File: src/design/exs_pkg.sv
// exs_pkg: shared types and constants for the exchange sorter.
// Holds payload structs, control struct and FSM state type.
// No dependencies.
`default_nettype none

package exs_pkg;

  localparam int VALUE_W           = 16;
  localparam int MAX_ITEMS_DEFAULT = 64;

  // Smallest signed value; cell 0 sees it as its left neighbor.
  localparam logic signed [VALUE_W-1:0] VALUE_MIN = {1'b1, {(VALUE_W-1){1'b0}}};

  typedef struct packed {
    logic signed [VALUE_W-1:0] value;
    logic                      last;
  } in_item_t;

  typedef struct packed {
    logic signed [VALUE_W-1:0] value_res;
    logic                      last_res;
    logic                      swapped;
    logic                      overflow;
  } out_item_t;

  typedef struct packed {
    logic insert;  // place the incoming value into the chain
    logic shift;   // move every entry one cell toward cell 0
  } cell_ctrl_t;

  typedef enum logic {
    ST_LOAD,
    ST_DRAIN
  } state_t;

endpackage

`default_nettype wire

File: src/design/exs_cell.sv
// exs_cell: one slot of the sorting chain.
// Depends on exs_pkg (VALUE_W, cell_ctrl_t).
`default_nettype none

module exs_cell (
  input  wire logic                               clk,
  input  wire logic                               rst,
  input  wire exs_pkg::cell_ctrl_t                ctrl,
  input  wire logic signed [exs_pkg::VALUE_W-1:0] din,
  input  wire logic                               left_valid,
  input  wire logic signed [exs_pkg::VALUE_W-1:0] left_value,
  input  wire logic                               right_valid,
  input  wire logic signed [exs_pkg::VALUE_W-1:0] right_value,
  output logic                                    valid,
  output logic signed [exs_pkg::VALUE_W-1:0]      value
);

  logic                               valid_next;
  logic signed [exs_pkg::VALUE_W-1:0] value_next;
  logic                               below_left;
  logic                               below_own;

  assign below_left = $signed(din) < $signed(left_value);
  assign below_own  = $signed(din) < $signed(value);

  always_comb begin
    valid_next = valid;
    value_next = value;
    if (ctrl.shift) begin
      valid_next = right_valid;
      value_next = right_value;
    end else if (ctrl.insert) begin
      // new value lands here or pushes the left entry in; entries not above it stay
      if (!valid || below_own) begin
        if (left_valid) begin
          valid_next = 1'b1;
          value_next = below_left ? left_value : din;
        end
      end
    end
  end

  always_ff @(posedge clk) begin
    if (rst) begin
      valid <= 1'b0;
    end else begin
      valid <= valid_next;
    end
    value <= value_next;
  end

endmodule

`default_nettype wire

File: src/design/exs_ctrl.sv
// exs_ctrl: load/drain sequencer, fill count and run flags.
// Depends on exs_pkg (types, state_t, VALUE_W).
`default_nettype none

module exs_ctrl #(
  parameter int MAX_ITEMS = exs_pkg::MAX_ITEMS_DEFAULT
) (
  input  wire logic                clk,
  input  wire logic                rst,
  input  wire logic                item_valid,
  input  wire exs_pkg::in_item_t   item,
  output logic                     item_ready,
  output logic                     res_valid,
  input  wire logic                res_ready,
  output exs_pkg::cell_ctrl_t      ctrl,
  output logic                     last_res,
  output logic                     swapped,
  output logic                     overflow
);

  localparam int CNT_W = $clog2(MAX_ITEMS + 1);

  exs_pkg::state_t                    state, state_next;
  logic [CNT_W-1:0]                   count, count_next;
  logic                               swap_flag, swap_flag_next;
  logic                               drop_flag, drop_flag_next;
  logic signed [exs_pkg::VALUE_W-1:0] prev_value, prev_value_next;

  logic in_xfer;
  logic out_xfer;
  logic room;
  logic final_out;

  assign in_xfer   = item_valid && item_ready;
  assign out_xfer  = res_valid && res_ready;
  assign room      = count != CNT_W'(MAX_ITEMS);
  assign final_out = count == CNT_W'(1);

  // next state
  always_comb begin
    state_next = state;
    case (state)
      exs_pkg::ST_LOAD: begin
        if (in_xfer && item.last) state_next = exs_pkg::ST_DRAIN;
      end
      exs_pkg::ST_DRAIN: begin
        if (out_xfer && final_out) state_next = exs_pkg::ST_LOAD;
      end
      default: state_next = exs_pkg::ST_LOAD;
    endcase
  end

  // outputs; ready/valid are constant within a state, so the strobes use
  // the other side of each handshake directly
  always_comb begin
    item_ready  = 1'b0;
    res_valid   = 1'b0;
    ctrl.insert = 1'b0;
    ctrl.shift  = 1'b0;
    case (state)
      exs_pkg::ST_LOAD: begin
        item_ready  = 1'b1;
        ctrl.insert = item_valid && room;
      end
      exs_pkg::ST_DRAIN: begin
        res_valid  = 1'b1;
        ctrl.shift = res_ready;
      end
      default: ;
    endcase
  end

  assign last_res = final_out;
  assign swapped  = swap_flag;
  assign overflow = drop_flag;

  // count and run flags
  always_comb begin
    count_next      = count;
    swap_flag_next  = swap_flag;
    drop_flag_next  = drop_flag;
    prev_value_next = prev_value;
    if (ctrl.insert) begin
      count_next      = count + CNT_W'(1);
      prev_value_next = item.value;
      if (count != '0 && $signed(item.value) < $signed(prev_value)) begin
        swap_flag_next = 1'b1;  // input had a descent
      end
    end else if (in_xfer) begin
      drop_flag_next = 1'b1;
    end
    if (ctrl.shift) begin
      count_next = count - CNT_W'(1);
      if (final_out) begin
        swap_flag_next = 1'b0;
        drop_flag_next = 1'b0;
      end
    end
  end

  always_ff @(posedge clk) begin
    if (rst) begin
      state     <= exs_pkg::ST_LOAD;
      count     <= '0;
      swap_flag <= 1'b0;
      drop_flag <= 1'b0;
    end else begin
      state     <= state_next;
      count     <= count_next;
      swap_flag <= swap_flag_next;
      drop_flag <= drop_flag_next;
    end
    prev_value <= prev_value_next;
  end

endmodule

`default_nettype wire

File: src/design/exchange_sorter_top.sv
// exchange_sorter_top: collects a set of signed values and returns it in ascending order.
// Depends on exs_pkg, exs_cell, exs_ctrl.
//
//   channel | dir | payload              | handshake
//   --------+-----+----------------------+------------------------
//   item    | in  | exs_pkg::in_item_t   | item_valid / item_ready
//   res     | out | exs_pkg::out_item_t  | res_valid / res_ready
//
// Load: one item per cycle; each value is inserted into its sorted slot of the
//   cell chain in the cycle it is accepted (broadcast compare in every cell); items
//   past capacity are dropped and set the overflow flag.
// Drain: after the item marked last, one result per cycle while res_ready is high,
//   taken from cell 0 while the chain shifts toward it.
// No item is taken while a set drains; res_ready low simply holds the chain.
// Reset (rst, synchronous) empties the chain and the counters; no clearing pass.
`default_nettype none

module exchange_sorter_top #(
  parameter int MAX_ITEMS = exs_pkg::MAX_ITEMS_DEFAULT
) (
  input  wire logic                clk,
  input  wire logic                rst,
  input  wire logic                item_valid,
  output logic                     item_ready,
  input  wire exs_pkg::in_item_t   item,
  output logic                     res_valid,
  input  wire logic                res_ready,
  output exs_pkg::out_item_t       res
);

  exs_pkg::cell_ctrl_t ctrl;
  logic                last_res;
  logic                swapped;
  logic                overflow;

  // chain contents; cell 0 holds the smallest value
  logic                               cell_valid [MAX_ITEMS];
  logic signed [exs_pkg::VALUE_W-1:0] cell_value [MAX_ITEMS];

  exs_ctrl #(
    .MAX_ITEMS (MAX_ITEMS)
  ) u_ctrl (
    .clk        (clk),
    .rst        (rst),
    .item_valid (item_valid),
    .item       (item),
    .item_ready (item_ready),
    .res_valid  (res_valid),
    .res_ready  (res_ready),
    .ctrl       (ctrl),
    .last_res   (last_res),
    .swapped    (swapped),
    .overflow   (overflow)
  );

  genvar gi;
  generate
    for (gi = 0; gi < MAX_ITEMS; gi++) begin : g_cell
      logic                               lv, rv;
      logic signed [exs_pkg::VALUE_W-1:0] lval, rval;

      // cell 0 sees an occupied neighbor holding the minimum, so it always
      // takes the incoming value when it has to move
      if (gi == 0) begin : g_head
        assign lv   = 1'b1;
        assign lval = exs_pkg::VALUE_MIN;
      end else begin : g_body
        assign lv   = cell_valid[gi-1];
        assign lval = cell_value[gi-1];
      end

      // tail cell shifts in an empty slot
      if (gi == MAX_ITEMS - 1) begin : g_tail
        assign rv   = 1'b0;
        assign rval = '0;
      end else begin : g_mid
        assign rv   = cell_valid[gi+1];
        assign rval = cell_value[gi+1];
      end

      exs_cell u_cell (
        .clk         (clk),
        .rst         (rst),
        .ctrl        (ctrl),
        .din         (item.value),
        .left_valid  (lv),
        .left_value  (lval),
        .right_valid (rv),
        .right_value (rval),
        .valid       (cell_valid[gi]),
        .value       (cell_value[gi])
      );
    end
  endgenerate

  // cell 0 is the output register during drain
  assign res.value_res = cell_value[0];
  assign res.last_res  = last_res;
  assign res.swapped   = swapped;
  assign res.overflow  = overflow;

endmodule

`default_nettype wire

File: config.mk
export PLATFORM = sky130hd
export DESIGN_NAME = exchange_sorter_top
export DESIGN_NICKNAME = d
export VERILOG_FILES = /design/src/design/exs_pkg.sv /design/src/design/exs_cell.sv /design/src/design/exs_ctrl.sv /design/src/design/exchange_sorter_top.sv
export SDC_FILE = /design/constraint.sdc
export NUM_CORES = 2
export LEC_CHECK = 0
export BUFFER_PORTS_ARGS = -buffer_cell sky130_fd_sc_hd__buf_2
export CORE_AREA = 2 2 402 404
export CTS_CLUSTER_SIZE = 25
export DETAILED_ROUTE_END_ITERATION = 6
export DIE_AREA = 0 0 404 406
export PLACE_DENSITY = 0.7
export RECOVER_POWER = 50
export REMOVE_ABC_BUFFERS = 1
export SLEW_MARGIN = 20
export SYNTH_ARGS = -nofsm -noshare
export SYNTH_HDL_FRONTEND = slang
export SYNTH_SLANG_ARGS = --single-unit
File: constraint.sdc
create_clock -name clk -period 4.6 [get_ports clk]
set_input_delay 0.69 -clock clk [delete_from_list [all_inputs] [get_ports clk]]
set_output_delay 0.69 -clock clk [all_outputs]
set_load 0.01 [all_outputs]
Word-level counts from Yosys, hierarchy flattened
Index checks and enable logic that the tools add are counted.
W data, S select, Z words.

operators by class
  $add $sub $neg = 2
  order comparisons = 66
  equal/unequal tests = 2
  muxes and demuxes = 583
  bitwise logic cells = 1
  reductions and logical operators = 326

operators with widths
  operator                number
  $mux W16                315
  $lt A16 B16 Y1          65
  $mux W1                 265
  $reduce_bool A2 Y1      126
  $reduce_and A3 Y1       63
  $logic_not A1 Y1        64
  $logic_or A1 B1 Y1      64
  $lt A16 B16 Y1 const B  1
  $mux W7                 2
  $add A7 B1 Y7 const B   1
  $eq A7 B1 Y1 const B    1
  $ne A7 B7 Y1 const B    1
  $reduce_bool A7 Y1      1
  $sub A7 B1 Y7 const B   1
  $logic_and A1 B1 Y1     6
  $pmux W1 S2             1
  $reduce_and A2 Y1       1
  $reduce_or A2 Y1        1
  $not A1 Y1              1

storage, ports and cells
  bits in registers = 1114
  input port bits = 21
  output and inout port bits = 21
  logic and storage cells = 1113

Logic depth before layout (Yosys ltp)
  depth after elaboration = 6
  mapped depth = 11
  mapped depth without buffers = 8

Hierarchy
Synthesis repeated with hierarchy kept, for this count alone.

unflattened totals
  cells, all modules = 12584
  area total of the unflattened synthesis = 117427.6 µm²

modules (own cells, without submodules)
  module                            instances  cells each  area an instance (µm²)  seq. area each (µm²)
  exs_cell at g_cell[0].u_cell ...  61         193         1805.5                  500.5
  exs_cell at g_cell[8].u_cell ...  2          210         1883.1                  500.5
  exs_cell at g_cell[2].u_cell      1          251         2037.0                  500.5
  exs_ctrl                          1          135         1460.2                  680.7
  exchange_sorter_top               1          5           30.0                    0.0

Worst setup path after synthesis
OpenSTA, ideal clock, no wires.

  path kind = input to register
  start = in item[10] (netlist name)
  end = reg g_cell[59].u_cell.value[0] (netlist name) (enable)
  setup time = 411 ps
  arrival time = 3355 ps
  data required time = 4189 ps
  path slack = 834 ps
  cell stages on the path = 7
  buffers on the path = 0
  cells stage by stage = ha_1 a211oi_1 o21ai_0 and4_1 o41ai_2 nor3b_1 o21ai_0

between the ends
  longest elaborated chain between the ends = 4

ends and longest elaborated chain
  item                                 RTL line                   text
  start, declared                      exchange_sorter_top.sv:25  input wire exs_pkg::in_item_t item,
  $lt A16 B16 Y1                       exs_cell.sv:24             assign below_own = $signed(din) < $signed(value);
  $logic_or A1 B1 Y1                   exs_cell.sv:34             if (!valid || below_own) begin
  $reduce_bool A2 Y1 (no source line)  --
  $reduce_and A3 Y1 (no source line)   --
  end signal, assigned                 exs_cell.sv:49             value <= value_next;
  end, declared                        exs_cell.sv:15             output logic signed [exs_pkg::VALUE_W-1:0] value

Every way passes these cells.
A chain may end at the register's enable or synchronous reset.

Worst setup path after layout
  start = reg u_ctrl.state
  end = reg g_cell[0].u_cell.value[2] (netlist name), data pin

between the ends
  longest elaborated chain between the ends = 2

ends and longest elaborated chain
  item                                             RTL line         text
  start, declared                                  exs_ctrl.sv:23   exs_pkg::state_t state, state_next;
  start signal, assigned                           exs_ctrl.sv:103  state <= exs_pkg::ST_LOAD;
  start signal, assigned                           exs_ctrl.sv:108  state <= state_next;
  $mux W1                                          exs_ctrl.sv:60   case (state)
  $mux W16                                         exs_cell.sv:29   if (ctrl.shift) begin
  named net g_cell[0].u_cell.value_next (one bit)  exs_cell.sv:19   logic signed [exs_pkg::VALUE_W-1:0] value_next;
  end signal, assigned                             exs_cell.sv:49
  end, declared                                    exs_cell.sv:15

The timed path passes the listed nets, and every way through them passes these cells.

==> impl_metrics.tcl <==
set metrics [dict create \
    post-cts-setup-buffers 0 \
    die_h_um 406 \
    crit_family "buffers and inverters" \
    core.rowCount 147 \
    tns_ns 0 \
    syn_inst 9102 \
    synth.ff_latch_count 1114 \
    crit_type "reg -> reg" \
    p_leak_nw 38.0 \
    ys.warnings.count 0 \
    ys.flop_type "edfxtp_1" \
    routed_via_density 7.25 \
    tightest_slew_ns 1.83 \
    layout_min_cycle_time_ns 3.98 \
    path_cells "nand2_1, buf_12, nand2_2, clkbuf_2, o21ai_0" \
    drtPass1Iterations 7 \
    cpPeakStageDelay_ns 1.05 \
    arrival_ns 4.44 \
    synthArstFlopShare 0 \
    totalWireLength_um 299000 \
    timing.final.crit_share 0.865 \
    yosysSeqAreaShare 0.373 \
    ios 42 \
    hold_end "u_ctrl.state" \
    gp_congestion 0.953 \
    postCtsResizedCells 0 \
    clock_path_buffers 3 \
    post-dp-hpwl_um 210000 \
    power_frac_clock 0.329 \
    core_um2 160000 \
    crit_slowest_cell "nand2_1" \
    grt_pass1_vias 77300 \
    drv_slew 133 \
    cts_root_buf "clkbuf_16" \
    clock_latency_ns 0.82 \
    drv_cap 3 \
    r2r_slack_ns 0.62 \
    syn_area_um2 87300 \
    ff2ff_path_depth 5 \
    crit-reg2reg-launch "u_ctrl.state" \
    min_path_cells 2 \
    cts_tree "done" \
    area_growth_pct 7.88 \
    hp-class "in -> reg" \
    m1WireLength_um 117000 \
    drive_gt1_frac 0.0780 \
    grt_pass1_wl_um 456000 \
    yosys.cell_types.count 73 \
    maxUsedRoutingLayer "met5" \
    gr-total-overflow 0 \
    wl_per_cell_um 27.1 \
    hold_violations 0 \
    irDropWorstVdd_mv 0.310 \
    drt-initial-drc-count 10100 \
    power.density_nw_per_um2 358 \
    setup_violations 0 \
    hp-start "item[0]" \
    violations "design-rule violations, max-capacitance violations, max-slew violations" \
    finalNetCount 9822 \
    fmax_mhz 251 \
    ctsHoldBuffers 0 \
    grt_max_degree 184 \
    outcome "complete, but fails checks" \
    path_max_fanout 84 \
    htreeDepth 4 \
    final_cell_mix "inv_1 (1038), edfxtp_1 (1024), ha_1 (979)" \
    grt_use_total 0.355 \
    cp-end-kind "register" \
    crit_required_ns 5.06 \
    internal-power_mw 22.3 \
    p_sw_frac 0.338 \
    io_buffers 41 \
    power_frac_seq 0.399 \
    reg2reg_to "g_cell[0].u_cell.value[2]" \
    path_clk_slew_ns 0.06 \
    drc 14 \
    initial_core_util 0.547 \
    dieArea_um2 164000 \
    p_sw_mw 11.4 \
    dr_wl_met2_um 136000 \
    rsz0062_at_grt "no" \
    p_comb_frac 0.272 \
    cp-start-kind "register" \
    wl_met3_um 29600 \
    ant_nets 0 \
    avgSynthCellArea_um2 9.59 \
    numCtsBuffers 136 \
    finClkSkew_ns 0.0310 \
    grt_antenna_before_repair 4 \
    power.total_mw 33.7 \
    num_vias 79900 \
    die_w_um 404 \
    layout_commonest_cell "inv_1" \
    synth_edf_count 1024 \
    max_slew_margin -0.226 \
    clkSinkCount 1114 \
    path_buf_inv 2 \
]
==> per-stage QoR <==
stage | cells | worst slack (ns) | util | instance area (µm²) | hold slack [ns]
4_1_cts | 11000 | 1.32 | 0.591 | 94400 | 0.0923
3_3_place_gp | 10800 | 0.656 | 0.563 | 89900 | 0.485
6_report | 11000 | 0.620 | 0.590 | 94200 | 0.130
3_5_place_dp | 10800 | 0.602 | 0.563 | 89900 | 0.494
2_1_floorplan | 8342 | -34.65 | - | 84100 | 0.454
5_1_grt | 11000 | 0.566 | 0.590 | 94200 | 0.127
==> power by group through the flow <==
stage	combinational [mW]	sequential, mW	clock (mW)
floorplan	6.64	13.4	0
global placement	8.58	13.6	0
detailed placement	8.92	13.6	0
CTS	8.98	13.4	11.1
global route	10.0	13.5	11.5
finish	9.16	13.4	11.1
==> cells by family after synthesis <==
| kind of cell | synth area share |
|---|---|
| AND/OR/NAND/NOR | 0.111 |
| adder cells (fa/ha/maj) | 0.140 |
| buffers and inverters | 0.0810 |
| multiplexers | 0.00745 |
| flip-flops | 0.373 |
| XOR/XNOR | 0.000602 |
| AO/OA/AOI/OAI | 0.287 |
==> per-layer routing <==
| layer | vias up | GRT usage |
|---|---|---|
| li1 | 35600 | - |
| met3 | 945 | 0.0615 |
| met5 | - | 0 |
| met4 | 2 | 0.181 |
| met2 | 4760 | 0.566 |
| met1 | 38600 | 0.464 |
==> layout make-up <==
type	instances	area, µm²
antenna	2	5.00
clock buffer	186	3750
clock inverter	65	726
fill	13500	65500
inverter	1040	3900
multi-input combinational	6188	47700
sequential	1114	32600
tap	2086	2610
timing repair buffer	342	2950
==> synth_stat cells (36+ instances only) <==
library cell / number / share of area
edfxtp_1: 1024 / 0.35
o221ai_1: 407 / 0.041
mux2i_1: 65 / 0.0075
nor2_1: 130 / 0.0056
inv_1: 1039 / 0.045
clkbuf_1: 580 / 0.025
o211ai_1: 918 / 0.079
ha_1: 979 / 0.14
a21o_1: 253 / 0.022
nand4_1: 550 / 0.039
nand2_1: 193 / 0.0083
a211oi_1: 39 / 0.0034
buf_1: 38 / 0.0016
a31o_2: 88 / 0.0088
o31a_1: 54 / 0.0054
o21a_1: 36 / 0.0031
nand3_1: 484 / 0.028
dfxtp_1: 90 / 0.021
a21oi_1: 370 / 0.021
nor2b_1: 62 / 0.0044
buf_2: 102 / 0.0058
a22oi_1: 505 / 0.043
a211o_1: 58 / 0.0058
o21ai_0: 257 / 0.015
nand2b_1: 131 / 0.0094
nor3_1: 62 / 0.0036
a31oi_1: 146 / 0.010
==> state kept, by name, summed over array words and instances, names as in the netlist <==
| register | flops |
|---|---|
| g_cell.u_cell.valid | 64 |
| g_cell.u_cell.value | 1024 |
| u_ctrl.count | 7 |
| u_ctrl.overflow | 1 |
| u_ctrl.prev_value | 16 |
| u_ctrl.state | 1 |
| u_ctrl.swapped | 1 |
==> worst max path at each step <==
| stage | start | end | slack, ns | cells after the start |
|---|---|---|---|---|
| finish | u_ctrl.state | g_cell[0].u_cell.value[2] | 0.62 | 5 |
| floorplan | res_ready | g_cell[10].u_cell.value[0] | -34.65 | 2 |
| global placement | item[3] | g_cell[8].u_cell.value[15] | 0.66 | 9 |
| CTS | g_cell[42].u_cell.value[9] | g_cell[42].u_cell.value[4] | 1.32 | 8 |
| global route | u_ctrl.state | g_cell[12].u_cell.value[12] | 0.57 | 5 |
| detailed placement | item[14] | g_cell[31].u_cell.value[13] | 0.60 | 9 |
No activity file was read; power rests on OpenSTA's default activity.
